$ cat src/design/hrt_pkg.sv
`timescale 1ns / 1ps

package hrt_pkg;

    // Field length limit and number of header or query entries.
    localparam int MAX_FIELD   = 4096;
    localparam int MAX_ENTRIES = 32;

    localparam int FIELD_LEN_W = 13;
    localparam int ENTRY_W     = 5;

    localparam logic [FIELD_LEN_W-1:0] FIELD_LEN_MAX = FIELD_LEN_W'(MAX_FIELD);
    localparam logic [ENTRY_W-1:0]     ENTRY_LAST    = ENTRY_W'(MAX_ENTRIES - 1);

    // Bytes of interest in the request stream.
    localparam logic [7:0] BYTE_CR    = 8'd13;
    localparam logic [7:0] BYTE_LF    = 8'd10;
    localparam logic [7:0] BYTE_SP    = 8'd32;
    localparam logic [7:0] BYTE_COLON = 8'h3a;
    localparam logic [7:0] BYTE_AMP   = 8'h26;
    localparam logic [7:0] BYTE_EQ    = 8'h3d;

    // Field classes carried on the result stream.
    localparam logic [2:0] CLS_METHOD   = 3'd0;
    localparam logic [2:0] CLS_PATH     = 3'd1;
    localparam logic [2:0] CLS_PROTOCOL = 3'd2;
    localparam logic [2:0] CLS_HNAME    = 3'd3;
    localparam logic [2:0] CLS_HVALUE   = 3'd4;
    localparam logic [2:0] CLS_QKEY     = 3'd5;
    localparam logic [2:0] CLS_QVALUE   = 3'd6;
    localparam logic [2:0] CLS_HDR_END  = 3'd7;

    // Recognized header ids.
    localparam logic [1:0] HDR_OTHER        = 2'd0;
    localparam logic [1:0] HDR_CONTENT_TYPE = 2'd1;
    localparam logic [1:0] HDR_ACCEPT       = 2'd2;

    localparam logic [3:0] CT_NAME_LEN  = 4'd12;
    localparam logic [3:0] ACC_NAME_LEN = 4'd6;
    localparam logic [3:0] NAME_POS_MAX = 4'd15;

    typedef enum logic [2:0] {
        PH_METHOD = 3'd0,
        PH_PATH   = 3'd1,
        PH_PROTO  = 3'd2,
        PH_HNAME  = 3'd3,
        PH_HVAL   = 3'd4,
        PH_QKEY   = 3'd5,
        PH_QVAL   = 3'd6,
        PH_DONE   = 3'd7
    } phase_t;

    typedef struct packed {
        logic               overflow;
        logic [ENTRY_W-1:0] entry_index;
        logic [1:0]         header_id;
        logic               field_end;
        logic [7:0]         out_byte;
        logic [2:0]         field_class;
    } result_t;

    function automatic logic [7:0] ct_char(input logic [3:0] pos);
        logic [7:0] c;
        case (pos)
            4'd0:    c = "C";
            4'd1:    c = "o";
            4'd2:    c = "n";
            4'd3:    c = "t";
            4'd4:    c = "e";
            4'd5:    c = "n";
            4'd6:    c = "t";
            4'd7:    c = "-";
            4'd8:    c = "T";
            4'd9:    c = "y";
            4'd10:   c = "p";
            4'd11:   c = "e";
            default: c = 8'd0;
        endcase
        return c;
    endfunction

    function automatic logic [7:0] acc_char(input logic [3:0] pos);
        logic [7:0] c;
        case (pos)
            4'd0:    c = "A";
            4'd1:    c = "c";
            4'd2:    c = "c";
            4'd3:    c = "e";
            4'd4:    c = "p";
            4'd5:    c = "t";
            default: c = 8'd0;
        endcase
        return c;
    endfunction

endpackage

$ cat src/design/hrt_in_stage.sv
`timescale 1ns / 1ps

module hrt_in_stage
    import hrt_pkg::*;
(
    input  logic       clk,
    input  logic       rst_n,
    input  logic       s_tvalid,
    output logic       s_tready,
    input  logic [7:0] s_tdata,    // [7:0] in_byte
    input  logic       advance,
    output logic       item_valid,
    output logic [7:0] item_byte
);

    logic       valid_reg;
    logic [7:0] byte_reg;

    // Take a new byte when empty or when the held byte moves on this cycle.
    assign s_tready   = !valid_reg || advance;
    assign item_valid = valid_reg;
    assign item_byte  = byte_reg;

    always_ff @(posedge clk or negedge rst_n)
    begin
        if (!rst_n)
        begin
            valid_reg <= 1'b0;
        end
        else if (s_tready)
        begin
            valid_reg <= s_tvalid;
        end
    end

    always_ff @(posedge clk)
    begin
        if (s_tready && s_tvalid)
        begin
            byte_reg <= s_tdata;
        end
    end

endmodule

$ cat src/design/hrt_core.sv
`timescale 1ns / 1ps

module hrt_core
    import hrt_pkg::*;
(
    input  logic       clk,
    input  logic       rst_n,
    input  logic       advance,
    input  logic [7:0] item_byte,
    output logic       res_valid,
    output result_t    res
);

    phase_t                 phase_reg, phase_next;
    logic                   trim_reg, trim_next;
    logic [3:0]             name_pos_reg, name_pos_next;
    logic                   ct_match_reg, ct_match_next;
    logic                   acc_match_reg, acc_match_next;
    logic [1:0]             cur_hdr_reg, cur_hdr_next;
    logic [FIELD_LEN_W-1:0] field_len_reg, field_len_next;
    logic [ENTRY_W-1:0]     entry_reg, entry_next;

    logic                   len_full;
    logic [FIELD_LEN_W-1:0] len_bumped;
    logic                   entry_full;
    logic [ENTRY_W-1:0]     entry_bumped;
    logic [1:0]             name_id;

    always_comb
    begin
        len_full     = (field_len_reg >= FIELD_LEN_MAX);
        len_bumped   = len_full ? FIELD_LEN_MAX : field_len_reg + 1'b1;
        entry_full   = (entry_reg >= ENTRY_LAST);
        entry_bumped = entry_full ? ENTRY_LAST : entry_reg + 1'b1;

        if (ct_match_reg && name_pos_reg == CT_NAME_LEN)
            name_id = HDR_CONTENT_TYPE;
        else if (acc_match_reg && name_pos_reg == ACC_NAME_LEN)
            name_id = HDR_ACCEPT;
        else
            name_id = HDR_OTHER;
    end

    always_comb
    begin
        phase_next     = phase_reg;
        trim_next      = trim_reg;
        name_pos_next  = name_pos_reg;
        ct_match_next  = ct_match_reg;
        acc_match_next = acc_match_reg;
        cur_hdr_next   = cur_hdr_reg;
        field_len_next = field_len_reg;
        entry_next     = entry_reg;

        res_valid       = 1'b0;
        res.field_class = CLS_METHOD;
        res.out_byte    = 8'd0;
        res.field_end   = 1'b0;
        res.header_id   = HDR_OTHER;
        res.entry_index = entry_reg;
        res.overflow    = 1'b0;

        if (phase_reg != PH_DONE && item_byte != BYTE_CR)
        begin
            case (phase_reg)
                PH_METHOD, PH_PATH:
                begin
                    res_valid       = 1'b1;
                    res.field_class = (phase_reg == PH_METHOD) ? CLS_METHOD : CLS_PATH;
                    if (item_byte == BYTE_SP)
                    begin
                        res.field_end  = 1'b1;
                        phase_next     = (phase_reg == PH_METHOD) ? PH_PATH : PH_PROTO;
                        field_len_next = '0;
                    end
                    else
                    begin
                        res.out_byte   = item_byte;
                        res.overflow   = len_full;
                        field_len_next = len_bumped;
                    end
                end
                PH_PROTO:
                begin
                    res_valid       = 1'b1;
                    res.field_class = CLS_PROTOCOL;
                    if (item_byte == BYTE_LF)
                    begin
                        res.field_end  = 1'b1;
                        phase_next     = PH_HNAME;
                        trim_next      = 1'b1;
                        name_pos_next  = '0;
                        ct_match_next  = 1'b1;
                        acc_match_next = 1'b1;
                        field_len_next = '0;
                    end
                    else
                    begin
                        res.out_byte   = item_byte;
                        res.overflow   = len_full;
                        field_len_next = len_bumped;
                    end
                end
                PH_HNAME:
                begin
                    if (item_byte == BYTE_LF)
                    begin
                        // Blank line (or a name with no colon): headers are over, query pairs follow.
                        res_valid       = 1'b1;
                        res.field_class = CLS_HDR_END;
                        res.field_end   = 1'b1;
                        phase_next      = PH_QKEY;
                        entry_next      = '0;
                        name_pos_next   = '0;
                        ct_match_next   = 1'b1;
                        acc_match_next  = 1'b1;
                        field_len_next  = '0;
                    end
                    else if (item_byte == BYTE_COLON)
                    begin
                        res_valid       = 1'b1;
                        res.field_class = CLS_HNAME;
                        res.field_end   = 1'b1;
                        res.header_id   = name_id;
                        cur_hdr_next    = name_id;
                        phase_next      = PH_HVAL;
                        trim_next       = 1'b1;
                        name_pos_next   = '0;
                        ct_match_next   = 1'b1;
                        acc_match_next  = 1'b1;
                        field_len_next  = '0;
                    end
                    else if (item_byte != BYTE_SP)
                    begin
                        ct_match_next  = (name_pos_reg < CT_NAME_LEN)
                                       ? (ct_match_reg && item_byte == ct_char(name_pos_reg))
                                       : 1'b0;
                        acc_match_next = (name_pos_reg < ACC_NAME_LEN)
                                       ? (acc_match_reg && item_byte == acc_char(name_pos_reg))
                                       : 1'b0;
                        if (name_pos_reg < NAME_POS_MAX)
                            name_pos_next = name_pos_reg + 1'b1;
                        res_valid       = 1'b1;
                        res.field_class = CLS_HNAME;
                        res.out_byte    = item_byte;
                        res.overflow    = len_full;
                        field_len_next  = len_bumped;
                    end
                end
                PH_HVAL:
                begin
                    if (item_byte == BYTE_LF)
                    begin
                        res_valid       = 1'b1;
                        res.field_class = CLS_HVALUE;
                        res.field_end   = 1'b1;
                        res.header_id   = cur_hdr_reg;
                        res.overflow    = entry_full;
                        entry_next      = entry_bumped;
                        cur_hdr_next    = HDR_OTHER;
                        trim_next       = 1'b1;
                        phase_next      = PH_HNAME;
                        name_pos_next   = '0;
                        ct_match_next   = 1'b1;
                        acc_match_next  = 1'b1;
                        field_len_next  = '0;
                    end
                    else if (!(trim_reg && item_byte == BYTE_SP))
                    begin
                        trim_next       = 1'b0;
                        res_valid       = 1'b1;
                        res.field_class = CLS_HVALUE;
                        res.out_byte    = item_byte;
                        res.header_id   = cur_hdr_reg;
                        res.overflow    = len_full;
                        field_len_next  = len_bumped;
                    end
                end
                PH_QKEY:
                begin
                    res_valid       = 1'b1;
                    res.field_class = CLS_QKEY;
                    if (item_byte == BYTE_EQ)
                    begin
                        res.field_end  = 1'b1;
                        phase_next     = PH_QVAL;
                        field_len_next = '0;
                    end
                    else if (item_byte == BYTE_LF)
                    begin
                        res.field_end  = 1'b1;
                        res.overflow   = entry_full;
                        entry_next     = entry_bumped;
                        phase_next     = PH_DONE;
                        field_len_next = '0;
                    end
                    else
                    begin
                        res.out_byte   = item_byte;
                        res.overflow   = len_full;
                        field_len_next = len_bumped;
                    end
                end
                PH_QVAL:
                begin
                    res_valid       = 1'b1;
                    res.field_class = CLS_QVALUE;
                    if (item_byte == BYTE_AMP || item_byte == BYTE_LF)
                    begin
                        res.field_end  = 1'b1;
                        res.overflow   = entry_full;
                        entry_next     = entry_bumped;
                        phase_next     = (item_byte == BYTE_LF) ? PH_DONE : PH_QKEY;
                        field_len_next = '0;
                    end
                    else
                    begin
                        res.out_byte   = item_byte;
                        res.overflow   = len_full;
                        field_len_next = len_bumped;
                    end
                end
                default:
                begin
                    res_valid = 1'b0;
                end
            endcase
        end
    end

    always_ff @(posedge clk or negedge rst_n)
    begin
        if (!rst_n)
        begin
            phase_reg     <= PH_METHOD;
            trim_reg      <= 1'b1;
            name_pos_reg  <= '0;
            ct_match_reg  <= 1'b1;
            acc_match_reg <= 1'b1;
            cur_hdr_reg   <= HDR_OTHER;
            field_len_reg <= '0;
            entry_reg     <= '0;
        end
        else if (advance)
        begin
            phase_reg     <= phase_next;
            trim_reg      <= trim_next;
            name_pos_reg  <= name_pos_next;
            ct_match_reg  <= ct_match_next;
            acc_match_reg <= acc_match_next;
            cur_hdr_reg   <= cur_hdr_next;
            field_len_reg <= field_len_next;
            entry_reg     <= entry_next;
        end
    end

endmodule

$ cat src/design/hrt_out_stage.sv
`timescale 1ns / 1ps

module hrt_out_stage
    import hrt_pkg::*;
(
    input  logic        clk,
    input  logic        rst_n,
    input  logic        load,
    input  logic        res_valid,
    input  result_t     res,
    output logic        space,
    output logic        m_tvalid,
    input  logic        m_tready,
    output logic [15:0] m_tdata,
    output logic        m_tlast,
    output logic [2:0]  m_tuser
);

    logic    valid_reg;
    result_t data_reg;

    assign space    = !valid_reg || m_tready;
    assign m_tvalid = valid_reg;
    assign m_tdata  = {data_reg.overflow, data_reg.entry_index,
                       data_reg.header_id, data_reg.out_byte};
    assign m_tlast  = data_reg.field_end;
    assign m_tuser  = data_reg.field_class;

    always_ff @(posedge clk or negedge rst_n)
    begin
        if (!rst_n)
        begin
            valid_reg <= 1'b0;
        end
        else if (load)
        begin
            valid_reg <= res_valid;
        end
        else if (m_tready)
        begin
            valid_reg <= 1'b0;
        end
    end

    always_ff @(posedge clk)
    begin
        if (load && res_valid)
        begin
            data_reg <= res;
        end
    end

endmodule

$ cat src/design/http_request_tokenizer.sv
`timescale 1ns / 1ps
// HTTP request tokenizer: one raw request byte per transaction in, at most
// one tagged token per transaction out.
// Input channel s_*: tdata[7:0] carries the request byte.
// Output channel m_*: tuser is the field class (method, path, protocol,
// header name, header value, query key, query value, headers end), tlast
// marks the end of that field, tdata carries the kept byte (zero on an end
// marker), the recognized header id (Content-Type or Accept), the current
// header/query entry index and the overflow flag.
// CR bytes, spaces in header names, leading spaces of header values and
// everything after the final query LF produce no output transaction.
// An accepted byte is held in the input register and parsed there; its
// token is loaded into the output register once that register is free.
// Throughput: one byte per cycle while m_tready stays high; the per-byte
// work is a single phase update plus two name compares between the input
// and output registers. When the receiver stalls, the token holds in the
// output register and the input register still takes one more byte; after
// that s_tready drops until m_tready returns.
// Reset (rst_n low, asynchronous) empties both registers and returns the
// parser to the method phase with all counters cleared.

module http_request_tokenizer
    import hrt_pkg::*;
(
    input  logic        clk,
    input  logic        rst_n,
    input  logic        s_tvalid,
    output logic        s_tready,
    input  logic [7:0]  s_tdata,   // [7:0] in_byte
    output logic        m_tvalid,
    input  logic        m_tready,
    output logic [15:0] m_tdata,   // [7:0] out_byte, [9:8] header_id,
                                   // [14:10] entry_index, [15] overflow
    output logic        m_tlast,   // field_end
    output logic [2:0]  m_tuser    // [2:0] field_class
);

    logic       item_valid;
    logic [7:0] item_byte;
    logic       out_space;
    logic       advance;
    logic       res_valid;
    result_t    res;

    // Advance the held byte through the parser whenever the output stage
    // can take its token.
    assign advance = item_valid && out_space;

    hrt_in_stage u_in_stage (
        .clk        (clk),
        .rst_n      (rst_n),
        .s_tvalid   (s_tvalid),
        .s_tready   (s_tready),
        .s_tdata    (s_tdata),
        .advance    (advance),
        .item_valid (item_valid),
        .item_byte  (item_byte)
    );

    hrt_core u_core (
        .clk       (clk),
        .rst_n     (rst_n),
        .advance   (advance),
        .item_byte (item_byte),
        .res_valid (res_valid),
        .res       (res)
    );

    hrt_out_stage u_out_stage (
        .clk       (clk),
        .rst_n     (rst_n),
        .load      (advance),
        .res_valid (res_valid),
        .res       (res),
        .space     (out_space),
        .m_tvalid  (m_tvalid),
        .m_tready  (m_tready),
        .m_tdata   (m_tdata),
        .m_tlast   (m_tlast),
        .m_tuser   (m_tuser)
    );

endmodule

$ cat config.mk
export PLATFORM = sky130hd
export DESIGN_NAME = http_request_tokenizer
export DESIGN_NICKNAME = d
export VERILOG_FILES = /design/src/design/hrt_pkg.sv /design/src/design/hrt_in_stage.sv /design/src/design/hrt_core.sv /design/src/design/hrt_out_stage.sv /design/src/design/http_request_tokenizer.sv
export SDC_FILE = /design/constraint.sdc
export NUM_CORES = 1
export LEC_CHECK = 0
export BUFFER_PORTS_ARGS = -buffer_cell sky130_fd_sc_hd__buf_2
export CORE_MARGIN = 5
export CORE_UTILIZATION = 53
export DETAILED_ROUTE_END_ITERATION = 10
export PLACE_DENSITY = 0.75
export SYNTH_ARGS = -nofsm -noshare
export SYNTH_HDL_FRONTEND = slang
export SYNTH_SLANG_ARGS = --single-unit
$ cat constraint.sdc
create_clock -name clk -period 2.5 [get_ports clk]
set_input_delay 0.5 -clock clk [delete_from_list [all_inputs] [get_ports clk]]
set_output_delay 0.5 -clock clk [all_outputs]
set_load 0.01 [all_outputs]
Yosys cells after proc, flatten, opt, wreduce, memory -nomap -nowiden:

Memory sizes are Yosys's and may differ from the RTL's.
Index checks and enable logic that the tools add are counted.

* bits in registers: 60
* memory bits (read-only): 112
* bits of input ports: 12
* memories: 1
* logic and storage cells: 207

* equality and inequality tests: 37
* reductions and logical operators: 34
* $lt $le $gt $ge: 5
* mux-type cells: 110
* add/sub/neg operators: 3

Memories
* (no name shown): words 16, bits a word 7, rd ports 1, clocked after memory_dff 0, write ports 0, RTL line hrt_pkg.sv:64 `case (pos)`

Operator list (count)
* $mux 8: 17
* $mux 13: 10
* $pmux 13 s6: 1
* $pmux 12 s6: 1
* $mux 1: 37
* $pmux 7 s5: 1
* $mux 3: 11
* $eq 8x6->1 const B: 4
* $mux 5: 5
* $mux 11: 2
* $mux 2: 10
* $mux 4: 5
* $pmux 5 s4: 1
* $reduce_and 6->1: 3
* $eq 8x8->1: 2
* $pmux 3 s5: 1
* $ne 2x1->1 const B: 7
* $add 13x1->13 const B: 1
* $ge 13x13->1 const B: 1
* $eq 4x3->1 const B: 3
* $reduce_and 5->1: 2
* $eq 3x3->1 const B: 3
* $logic_and 1x1->1: 9
* $eq 4x2->1 const B: 2
* 34 further kinds: 50

Logic depth before layout (Yosys ltp):

Gate-level depths: netlist of the first run.

* depth after elaboration: 15
* mapped depth: 11
* gate-level depth less buffers: 8

Modules after synthesis:

A second synthesis of the first run with hierarchy kept.

* cells, all modules: 391
* area total of the unflattened synthesis: 3789.9 µm²

By module, submodules not included
* hrt_core: seq. area each 754.5 µm², area an instance 2834.0 µm², times used 1, cells each 354
* hrt_out_stage: seq. area each 625.6 µm², area an instance 655.6 µm², times used 1, cells each 24
* hrt_in_stage: seq. area each 265.3 µm², area an instance 294.0 µm², times used 1, cells each 12
* http_request_tokenizer: seq. area each 0.0 µm², area an instance 6.3 µm², times used 1, cells each 1

Worst setup path after synthesis of the first run:

OpenSTA, ideal clock, no wires.

* path type: register to register
* start point: reg u_core.phase_reg[0]
* end point: reg u_core.field_len_reg[11]
* setup time: 0.121 ns
* setup slack: 0.048 ns
* data arrival time: 2.331 ns
* cell stages (with the launch flop): 12
* required time: 2.379 ns
* period minus slack after synthesis: 2.452 ns
* path through: dfrtp_1 inv_1 ha_1 clkbuf_1 or2_2 clkbuf_1 a211oi_1 or2_1 o31a_1 buf_6 a21o_1 a22o_1

* word-level cells in the longest chain between the ends: 4
* elaborated cells between the ends (all ways): 15

Ends and longest elaborated chain
* from (decl): RTL line hrt_core.sv:14 `phase_t phase_reg, phase_next;`
* from (signal assigned): RTL line hrt_core.sv:246 `phase_reg <= phase_next;`
* $eq 3x1->1 or $logic_not 3->1 (tied branches): RTL line hrt_core.sv:65 `case (phase_reg)`
* $reduce_or 2->1: RTL line hrt_core.sv:65
* $reduce_bool 6->1 (no source line)
* $reduce_and 5->1 (no source line)
* to (signal assigned): RTL line hrt_core.sv:252 `field_len_reg <= field_len_next;`
* to (decl): RTL line hrt_core.sv:20 `logic [FIELD_LEN_W-1:0] field_len_reg, field_len_next;`

Parallel ways exist; a longest one is shown, timed or not.
A chain may end at the register's enable or synchronous reset.

Final worst setup path of the first run:

* start point: reg u_in_stage.byte_reg[5] (netlist: u_in_stage.item_byte[5])
* end point: reg u_core.field_len_reg[5]

* word-level cells in the longest chain between the ends: 4
* elaborated cells between the ends (all ways): 21

Ends and longest elaborated chain
* from (decl): RTL line hrt_in_stage.sv:17 `logic [7:0] byte_reg;`
* from (signal assigned): RTL line hrt_in_stage.sv:40 `byte_reg <= s_tdata;`
* $eq 8x4->1 (tied with other cells)
* $mux 13 (tied with other cells): RTL line hrt_core.sv:87, hrt_core.sv:189
* $mux 13 (tied with other cells): RTL line hrt_core.sv:183 `if (item_byte == BYTE_EQ)`
* $pmux 13 s6 or $reduce_and 5->1 (tied branches)

Parallel ways exist; a longest one is shown, timed or not.

==> flow_summary.toml, run 1 <==
[outcome]
outcome = "finished clean"

[power_and_ir_drop]
p_sw_mw = 2.36
power_density_nw_per_um2 = 1210
power.leakage_nw = 1.86
vdd_ir_drop_max_mv = 0.491
p_int_mw = 3.17
power_mw = 5.53
comb_power_share = 0.524
power.share.sequential = 0.311
swShare = 0.427
p_clk_frac = 0.165

[timing]
fin_skew_ns = 0.00887
hold_viol_final = 0
fmax_mhz = 414
final.min_clock_period_ns = 2.42
tightestPinTransition_ns = 0.750
holdWs_ns = 0.220
rsz0062_at_grt = "false"
setup_slack_ns = 0.0836
min_period_over_period = 0.967
setup_viol = 0
drv_slew = 0
slew_headroom = 0.500

[finish]
diodes = 0
stdcell_count = 565
n_fill_cell = 602
synthToLayoutAreaGrowth_pct = 19.9
final_common_cell = "buf_4"
layout-drive-gt1-share = 0.253
largest_reg_flops = 16
layout_common_cells = "buf_4, nand2_1, buf_2, nor2_1"
layout.nets = 488

[setup_path]
startpoint_type = "flop"
path_buf_inv = 1
cp_top_family = "simple AND/OR/NAND/NOR gates"
crit_required_ns = 2.72
path_cells = "buf_4 -> or4b_1 -> nor4_4 -> nor2_2 -> o31a_1 -> and3b_1 -> a221o_1"
crit_fanout = 8
cp.arrival_ns = 2.64
end_kind = "flop"
critPathKind = "reg -> reg"
slowest_stage = "or4b_1"
max_stage_delay_ns = 0.51

[placed_design]
hpwlAfterDp_um = 6790
routabilityCongestion = 0.961
dp_slack_ns = -0.0406
dp_cells = 548
port_buffers = 33

[yosys]
syn_avg_cell_area_um2 = 9.52
synth.net_count = 428
synth_cell_type_count = 68
synth_edf_count = 28
syn_inst = 401
synthArstFlopShare = 0.533
ys_ff_latch = 60
netlist_area_um2 = 3820
synth_top_area_frac = 0.220
synth-main-ff-cell = "dfrtp_1"
synth_area_leaders = "edfxtp_1, dfrtp_1, ha_1"
yosys_warnings = 0
synth-seq-area-share = 0.431
yosysTopAreaCell = "edfxtp_1"

[drt]
avgRoutedWirePerCell_um = 16.7
vias_per_cell = 6.00
antenna_left = 0
drt_wl_total_um = 9430
route.detailed.drc = 0
vias = 3389
firstDrtPassIters = 5
drt_iter0_markers = 345

[floorplanning]
core-area_um2 = 7140
core.rowCount = 31
initial_core_util = 0.535
die_h_um = 94.9
ioPinCount = 34
fp.dieW_um = 94.9
dieArea_um2 = 9000

[global_route]
grt-ovfl-total = 0
grt_use_met2 = 0.337
gr-max-usage-layer = "met2"
grt_max_degree = 33
antenna_found_initial = 0
use_met1 = 0.301
met3_usage = 0.0550
grt_pass1_wl_um = 15200
grt_pass1_vias = 3154
grt_use_total = 0.219

[clock_tree]
insertion_delay_ns = 0.35
path_clk_slew_ns = 0.07
cts_tree = "built"
clock_path_buffers = 2
htree_levels = 3
cts_inserted_buffers = 9
cts_sinks = 60
cts-root-buf = "clkbuf_8"
post_cts_buffers = 0

[worst_hold_path]
hold_class = "in -> async"

[job]
drv_cap = 0
## synth_stat cells, types with 4 or more instances
cell,instances
nand2_1,35
nor2_1,31
nand2b_1,9
and3_1,4
ha_1,15
o22ai_1,5
clkbuf_1,13
a31oi_1,6
or2_2,5
nor3_1,5
a22o_1,9
buf_4,4
o21ai_0,28
a22oi_1,4
a211oi_1,4
and2_1,9
edfxtp_1,28
mux2i_1,4
inv_1,16
nand3_1,17
xor2_1,6
a21oi_1,25
dfrtp_1,29
o31ai_1,8
a21o_1,4
## cell families (layout without fill, tap and decap cells)
group | Yosys count | in the layout | synth area share
xor gates and xnor gates | 9 | 9 | 0.0207
muxes | 6 | 6 | 0.0184
AOI/OAI and AO/OA | 127 | 128 | 0.231
DFF | 60 | 60 | 0.431
adders and majority gates | 15 | 15 | 0.0492
buffers and inverters | 40 | 104 | 0.0482
and+or+nand+nor | 144 | 144 | 0.202
## layer usage
layer | routed length (um) | share of wire
met3 | 654 | 0.069
met5 | 0 | 0
met2 | 4290 | 0.45
met4 | 172 | 0.018
met1 | 4320 | 0.46
## power by group through the flow
| stage | clock network, mW | registers [mW] | logic [mW] |
|---|---|---|---|
| after floorplan | 0 | 1.74 | 1.82 |
| after global placement | 0 | 1.71 | 2.67 |
| after detailed placement | 0 | 1.72 | 2.72 |
| after CTS | 0.927 | 1.71 | 2.74 |
| after global routing | 0.988 | 1.76 | 3.17 |
| final | 0.909 | 1.72 | 2.90 |
## final cells by class
cell class	instances	area [um2]	area share
sequential	60	1650	0.360
multi-input combinational	302	2070	0.453
clock buffer	12	166	0.0364
inverter	16	60.1	0.0131
timing repair buffer	72	458	0.100
tap	99	124	0.0271
clock inverter	4	45.0	0.00984
## final timing paths
path,from,endpoint,slack (ns),depth (start not counted)
worst min-delay path,rst_n,u_core.field_len_reg[11],0.22,1
worst min register to register,u_core.entry_reg[3],u_out_stage.m_tdata[13],0.50,0
min in group clk,s_tdata[2],u_in_stage.item_byte[2],0.33,1
worst max register to register,u_in_stage.item_byte[5],u_core.field_len_reg[5],0.08,7
worst max-delay path,u_in_stage.item_byte[5],u_core.field_len_reg[5],0.08,7
max in group asynchronous,rst_n,u_core.name_pos_reg[1],1.75,1
## per-stage QoR
step | utilization | instance area (um2) | setup TNS (ns)
2_1_floorplan | - | 3820 | 0
3_5_place_dp | 0.599 | 4280 | -0.0964
5_1_grt | 0.641 | 4580 | 0
6_report | 0.641 | 4580 | 0
3_3_place_gp | 0.599 | 4280 | -0.351
4_1_cts | 0.631 | 4500 | 0
## repair_timing
item	in CTS	in global routing
hold buffers	0	0
pin swaps	1	3
gates cloned	0	1
resized for setup	2	14
endpoints found under the setup margin	7	44
Power figures use the tool's default switching activity.
==> run 2: changes to the inputs <==
- CORE_ASPECT_RATIO: unset -> 1.75
==> run 2 against run 1 <==
Final cell count grew 0.53%. Design area grew 3.4%. Combinational power grew 5%. First-iteration DRC count grew 23%. Sequential share of layout area shrank 1.2 points. Sequential power is essentially flat. Routed wire length grew 9.9%. Flip-flop and latch count is the same.
==> flow_summary.toml, run 2 (synthesis gave the netlist of run 1 again) <==
[outcome]
outcome = "finished clean"

[placed_design]
port_buffers = 33
place_area_um2 = 4360
dp_slack_ns = -0.0165
routabilityCongestion = 0.938
dp_cells = 548
hpwlAfterDp_um = 7740

[clock_tree]
cts_sinks = 60
path_clk_slew_ns = 0.05
cts-root-buf = "clkbuf_16"
htree_levels = 3
clock_path_buffers = 2
cts_inserted_buffers = 9
cts_tree = "built"
insertion_delay_ns = 0.33

[timing]
tightestPinTransition_ns = 0.760
setup_viol = 0
tns_ns = 0
hold_viol_final = 0
slew_headroom = 0.493
fmax_mhz = 409
rsz0062_at_grt = "true"
fin_skew_ns = 0.00492
setup_slack_ns = 0.0555
final.min_clock_period_ns = 2.44
drv_slew = 0
min_period_over_period = 0.978

[drt]
drt_wl_total_um = 10400
antenna_left = 0
route.detailed.drc = 0
avgRoutedWirePerCell_um = 18.2
drt_iter0_markers = 425
vias = 3513
vias_per_cell = 6.18
firstDrtPassIters = 5

[setup_path]
r2r_setup_slack_ns = 0.06
cp.arrival_ns = 2.52
crit_fanout = 4
path_cells = "buf_4 -> nor4b_1 -> and3_1 -> nand2_1 -> a21oi_1 -> nand3_2 -> o311a_1"
slowest_stage = "edfxtp_1"
end_kind = "flop"
critPathKind = "reg -> reg"
crit_required_ns = 2.57
max_stage_delay_ns = 0.44
startpoint_type = "flop"

[floorplanning]
core-area_um2 = 7130
initial_core_util = 0.535
ioPinCount = 34
dieArea_um2 = 9070
die_h_um = 122
core.rowCount = 41
fp.dieW_um = 74.2

[finish]
stdcell_count = 568
largest_reg_flops = 16
final_area_um2 = 4730
layout.nets = 504
final_common_cell = "buf_4"
layout_common_cells = "buf_4, nand2_1, buf_2, nor2_1, dfrtp_1"
synthToLayoutAreaGrowth_pct = 23.9
diodes = 0
layout-drive-gt1-share = 0.276

[power_and_ir_drop]
power_mw = 5.88
vdd_ir_drop_max_mv = 0.575
power.leakage_nw = 1.97
power_density_nw_per_um2 = 1240

[global_route]
grt_pass1_vias = 3443
grt_use_total = 0.241
grt_pass1_wl_um = 16600
grt_max_degree = 33
grt-ovfl-total = 0
antenna_found_initial = 0

[job]
drv_cap = 0

[worst_hold_path]
hold_class = "in -> async"
[run 2: cell types whose count changed in the layout (fill, tap and decap cells not counted), moves of 2 or more]
cell / change
buf_4: +17
clkbuf_8: -9
clkbuf_16: +8
dfrtp_1: +2
dfrtp_2: -2
nand3_1: -2
nand3_2: +2
nor4b_1: +2
nor4b_2: -2
or4b_1: -2
or4b_4: +2
[run 2: routing by layer]
metal	vias up	track usage	part of all wire
met5	-	0	0
met4	0	0.161	0.060
met3	51	0.0344	0.056
met2	153	0.426	0.52
met1	1665	0.257	0.36
li1	1644	-	-
[run 2: what timing repair did]
item | in CTS | in global routing
hold buffers | 0 | 0
setup endpoints to repair | 6 | 23
gates resized for setup | 2 | 13
setup buffers | 0 | 4
pin swaps | 0 | 3
[run 2: area by class of cell]
class                      instances  area [um2]
tap                               86         108
inverter                          16        60.1
clock buffer                      11         243
sequential                        60        1650
timing repair buffer              89         586
fill                             579        2400
clock inverter                     5        27.5
multi-input combinational        301        2060
[run 2: path summary, 6_finish.rpt]
path	startpoint	endpoint	depth (start not counted)
worst min-delay path	rst_n	u_out_stage.m_tvalid	1
worst max register to register	u_in_stage.item_byte[4]	u_out_stage.m_tdata[2]	7
max in group asynchronous	rst_n	u_core.entry_reg[4]	1
min in group clk	s_tdata[2]	u_in_stage.item_byte[2]	1
worst max-delay path	u_in_stage.item_byte[4]	u_out_stage.m_tdata[2]	7
worst min register to register	u_core.ct_match_reg	u_core.ct_match_reg	2
[run 2: worst max-delay path, delay by kind of cell, from the launching register on]
family / cells / cell delay [ns]
and+or+nand+nor: 4 / 0.99
AOI/OAI and AO/OA: 2 / 0.57
DFF: 1 / 0.44
buffers and inverters: 1 / 0.19
[run 2: power by group]
| part | total [mW] | switching (mW) | internal (mW) |
|---|---|---|---|
| clock | 1.11 | 0.423 | 0.689 |
| combinational | 3.05 | 1.79 | 1.26 |
| sequential | 1.72 | 0.252 | 1.46 |
| total | 5.88 | 2.46 | 3.41 |
[run 2: per-stage QoR]
| step | utilization | hold slack [ns] |
|---|---|---|
| after floorplan | - | 0.204 |
| after global placement | 0.611 | 0.478 |
| after detailed placement | 0.611 | 0.501 |
| after CTS | 0.650 | 0.273 |
| after global routing | 0.663 | 0.310 |
| final | 0.663 | 0.232 |
==> run 3: changes to the inputs <==
--- a/config.mk
+++ b/config.mk
@@ -6,7 +6,7 @@
 export NUM_CORES = 1
 export LEC_CHECK = 0
+export ABC_CLOCK_PERIOD_IN_PS = 2500
 export BUFFER_PORTS_ARGS = -buffer_cell sky130_fd_sc_hd__buf_2
 export CORE_ASPECT_RATIO = 1.75
-export CORE_MARGIN = 5
 export CORE_UTILIZATION = 53
 export DETAILED_ROUTE_END_ITERATION = 10
==> constraint.sdc (replaced) <==
create_clock -name clk -period 2.5 [get_ports clk]
set_input_delay 0.5 -clock clk [delete_from_list [all_inputs] [get_ports clk]]
set_output_delay 0.5 -clock clk [all_outputs]
set_load 0.02 [all_outputs]
==> run 3 against run 2 <==
Critical path depth down 2. Clock power up 12%. Sequential power about the same. Fmax about the same. Clock-buffer cell count unchanged. Critical path type unchanged. Global-route usage grew 5.9 points.
==> flow_summary.toml, run 3 (synthesis gave the netlist of run 1 again) <==
[global_route]
gr-max-usage-layer = "met2"
met3_usage = 0.0448
grt-ovfl-total = 0
grt_pass1_wl_um = 16800
antenna_found_initial = 0
grt_use_total = 0.300
grt_use_met2 = 0.521
use_met1 = 0.316
grt_max_degree = 33
grt_pass1_vias = 3473

[finish]
diodes = 0
layout_common_cells = "buf_4, nand2_1, buf_2, nor2_1, dfrtp_1"
largest_reg_flops = 16
final_common_cell = "buf_4"
layout-drive-gt1-share = 0.263
layout.nets = 494
synthToLayoutAreaGrowth_pct = 23.1

[clock_tree]
cts_inserted_buffers = 9
path_clk_slew_ns = 0.06
postCtsHoldBufs = 0
htree_levels = 3
cts_sinks = 60
insertion_delay_ns = 0.34
cts_tree = "built"
clock_path_buffers = 2
cts-root-buf = "clkbuf_16"

[setup_path]
cp.arrival_ns = 2.67
r2r-end = "u_core.entry_reg[1]"
crit_required_ns = 2.73
crit_fanout = 8
r2r-start = "u_in_stage.item_byte[4]"
critPathKind = "reg -> reg"
max_stage_delay_ns = 0.63
end_kind = "flop"
startpoint_type = "flop"
r2r_cells = 5
slowest_stage = "or4_4"
crit_path_start = "u_in_stage.item_byte[4]"
path_cells = "or4_4 -> o211ai_2 -> nor2_2 -> a2111o_1 -> mux2_4"
r2r_setup_slack_ns = 0.05

[timing]
holdWs_ns = 0.233
tightestPinTransition_ns = 0.784
min_period_over_period = 0.978
drv_slew = 0
fin_skew_ns = 0.00626
slew_headroom = 0.477
hold_viol_final = 0
setup_viol = 0
tns_ns = 0
fmax_mhz = 409
final.min_clock_period_ns = 2.45

[drt]
avgRoutedWirePerCell_um = 18.8
firstDrtPassIters = 6
vias = 3541
vias_per_cell = 6.37
drt_iter0_markers = 529
antenna_left = 0
route.detailed.drc = 0
drt_wl_total_um = 10400

[worst_hold_path]
hold_class = "in -> async"

[floorplanning]
ioPinCount = 34
core.rowCount = 40
dieArea_um2 = 7560
fp.dieW_um = 66.2
core-area_um2 = 6910
initial_core_util = 0.553
die_h_um = 114

[power_and_ir_drop]
vdd_ir_drop_max_mv = 0.623
power_density_nw_per_um2 = 1300
power.leakage_nw = 1.94

[placed_design]
hpwlAfterDp_um = 7470
routabilityCongestion = 0.998
port_buffers = 33

[job]
drv_cap = 0

[outcome]
outcome = "finished clean"
==> run 3: cell types whose count changed in the layout (fill, tap and decap cells not counted), moves of 2 or more <==
cell / change
nand3_2: -2
buf_4: -12
buf_6: +2
o31ai_2: +2
nand3_1: +2
o31ai_1: -2
clkbuf_16: +2
==> run 3: area by class of cell <==
| cell class | count | area, um2 |
|---|---|---|
| timing repair buffer | 79 | 518 |
| multi-input combinational | 301 | 2060 |
| fill | 543 | 2210 |
| tap | 84 | 105 |
| sequential | 60 | 1650 |
| clock inverter | 5 | 31.3 |
| clock buffer | 11 | 275 |
| inverter | 16 | 60.1 |
==> run 3: power by group <==
| part | internal, mW | leakage, nW | total, mW | switching [mW] |
|---|---|---|---|---|
| Clock | 0.786 | 0.152 | 1.24 | 0.451 |
| Combinational | 1.24 | 1.12 | 3.19 | 1.95 |
| Sequential | 1.46 | 0.663 | 1.70 | 0.236 |
| Total | 3.49 | 1.94 | 6.13 | 2.64 |
==> run 3: layer usage <==
metal  vias up  part of all wire
met5         -                 0
met4         0             0.053
met3        50             0.053
met2       178              0.52
met1      1679              0.37
li1       1634                 -
==> run 3: worst max-delay path by stage <==
stage                                to  slack, ns  cells past startpoint
2_1_floorplan  u_core.field_len_reg[11]       0.05                     11
3_3_place_gp        u_core.entry_reg[1]      -0.05                      5
3_5_place_dp        u_core.entry_reg[1]      -0.05                      5
4_1_cts             u_core.phase_reg[2]    -0.0008                      6
5_1_grt             u_core.entry_reg[0]      -0.07                      6
6_report            u_core.entry_reg[1]       0.05                      5
==> run 3: stage by stage <==
| stage | cells | worst slack (ns) | power, mW | util | cell area, um2 |
|---|---|---|---|---|---|
| after floorplan | 401 | 0.0482 | 3.69 | - | 3820 |
| after global placement | 538 | -0.0532 | 4.59 | 0.622 | 4290 |
| after detailed placement | 538 | -0.0534 | 4.68 | 0.622 | 4290 |
| after CTS | 554 | -0.000814 | 5.94 | 0.667 | 4600 |
| after global routing | 556 | -0.0742 | 6.48 | 0.680 | 4700 |
| final | 556 | 0.0550 | 6.13 | 0.680 | 4700 |
==> run 3: worst max-delay path: cells and delay by family, from the launching register on <==
| kind | cells | cell delay [ns] |
|---|---|---|
| flip-flops | 1 | 0.43 |
| multiplexers | 1 | 0.34 |
| AO/OA/AOI/OAI | 2 | 0.79 |
| AND/OR/NAND/NOR | 2 | 0.76 |
==> run 3: what timing repair did <==
item                                    4_1_cts  5_1_grt
endpoints found under the setup margin       10       27
buffers inserted                              0        2
gates resized for setup                       1       16
pin swaps                                     0        4
cloned                                        0        0
hold endpoints to repair                      0        0
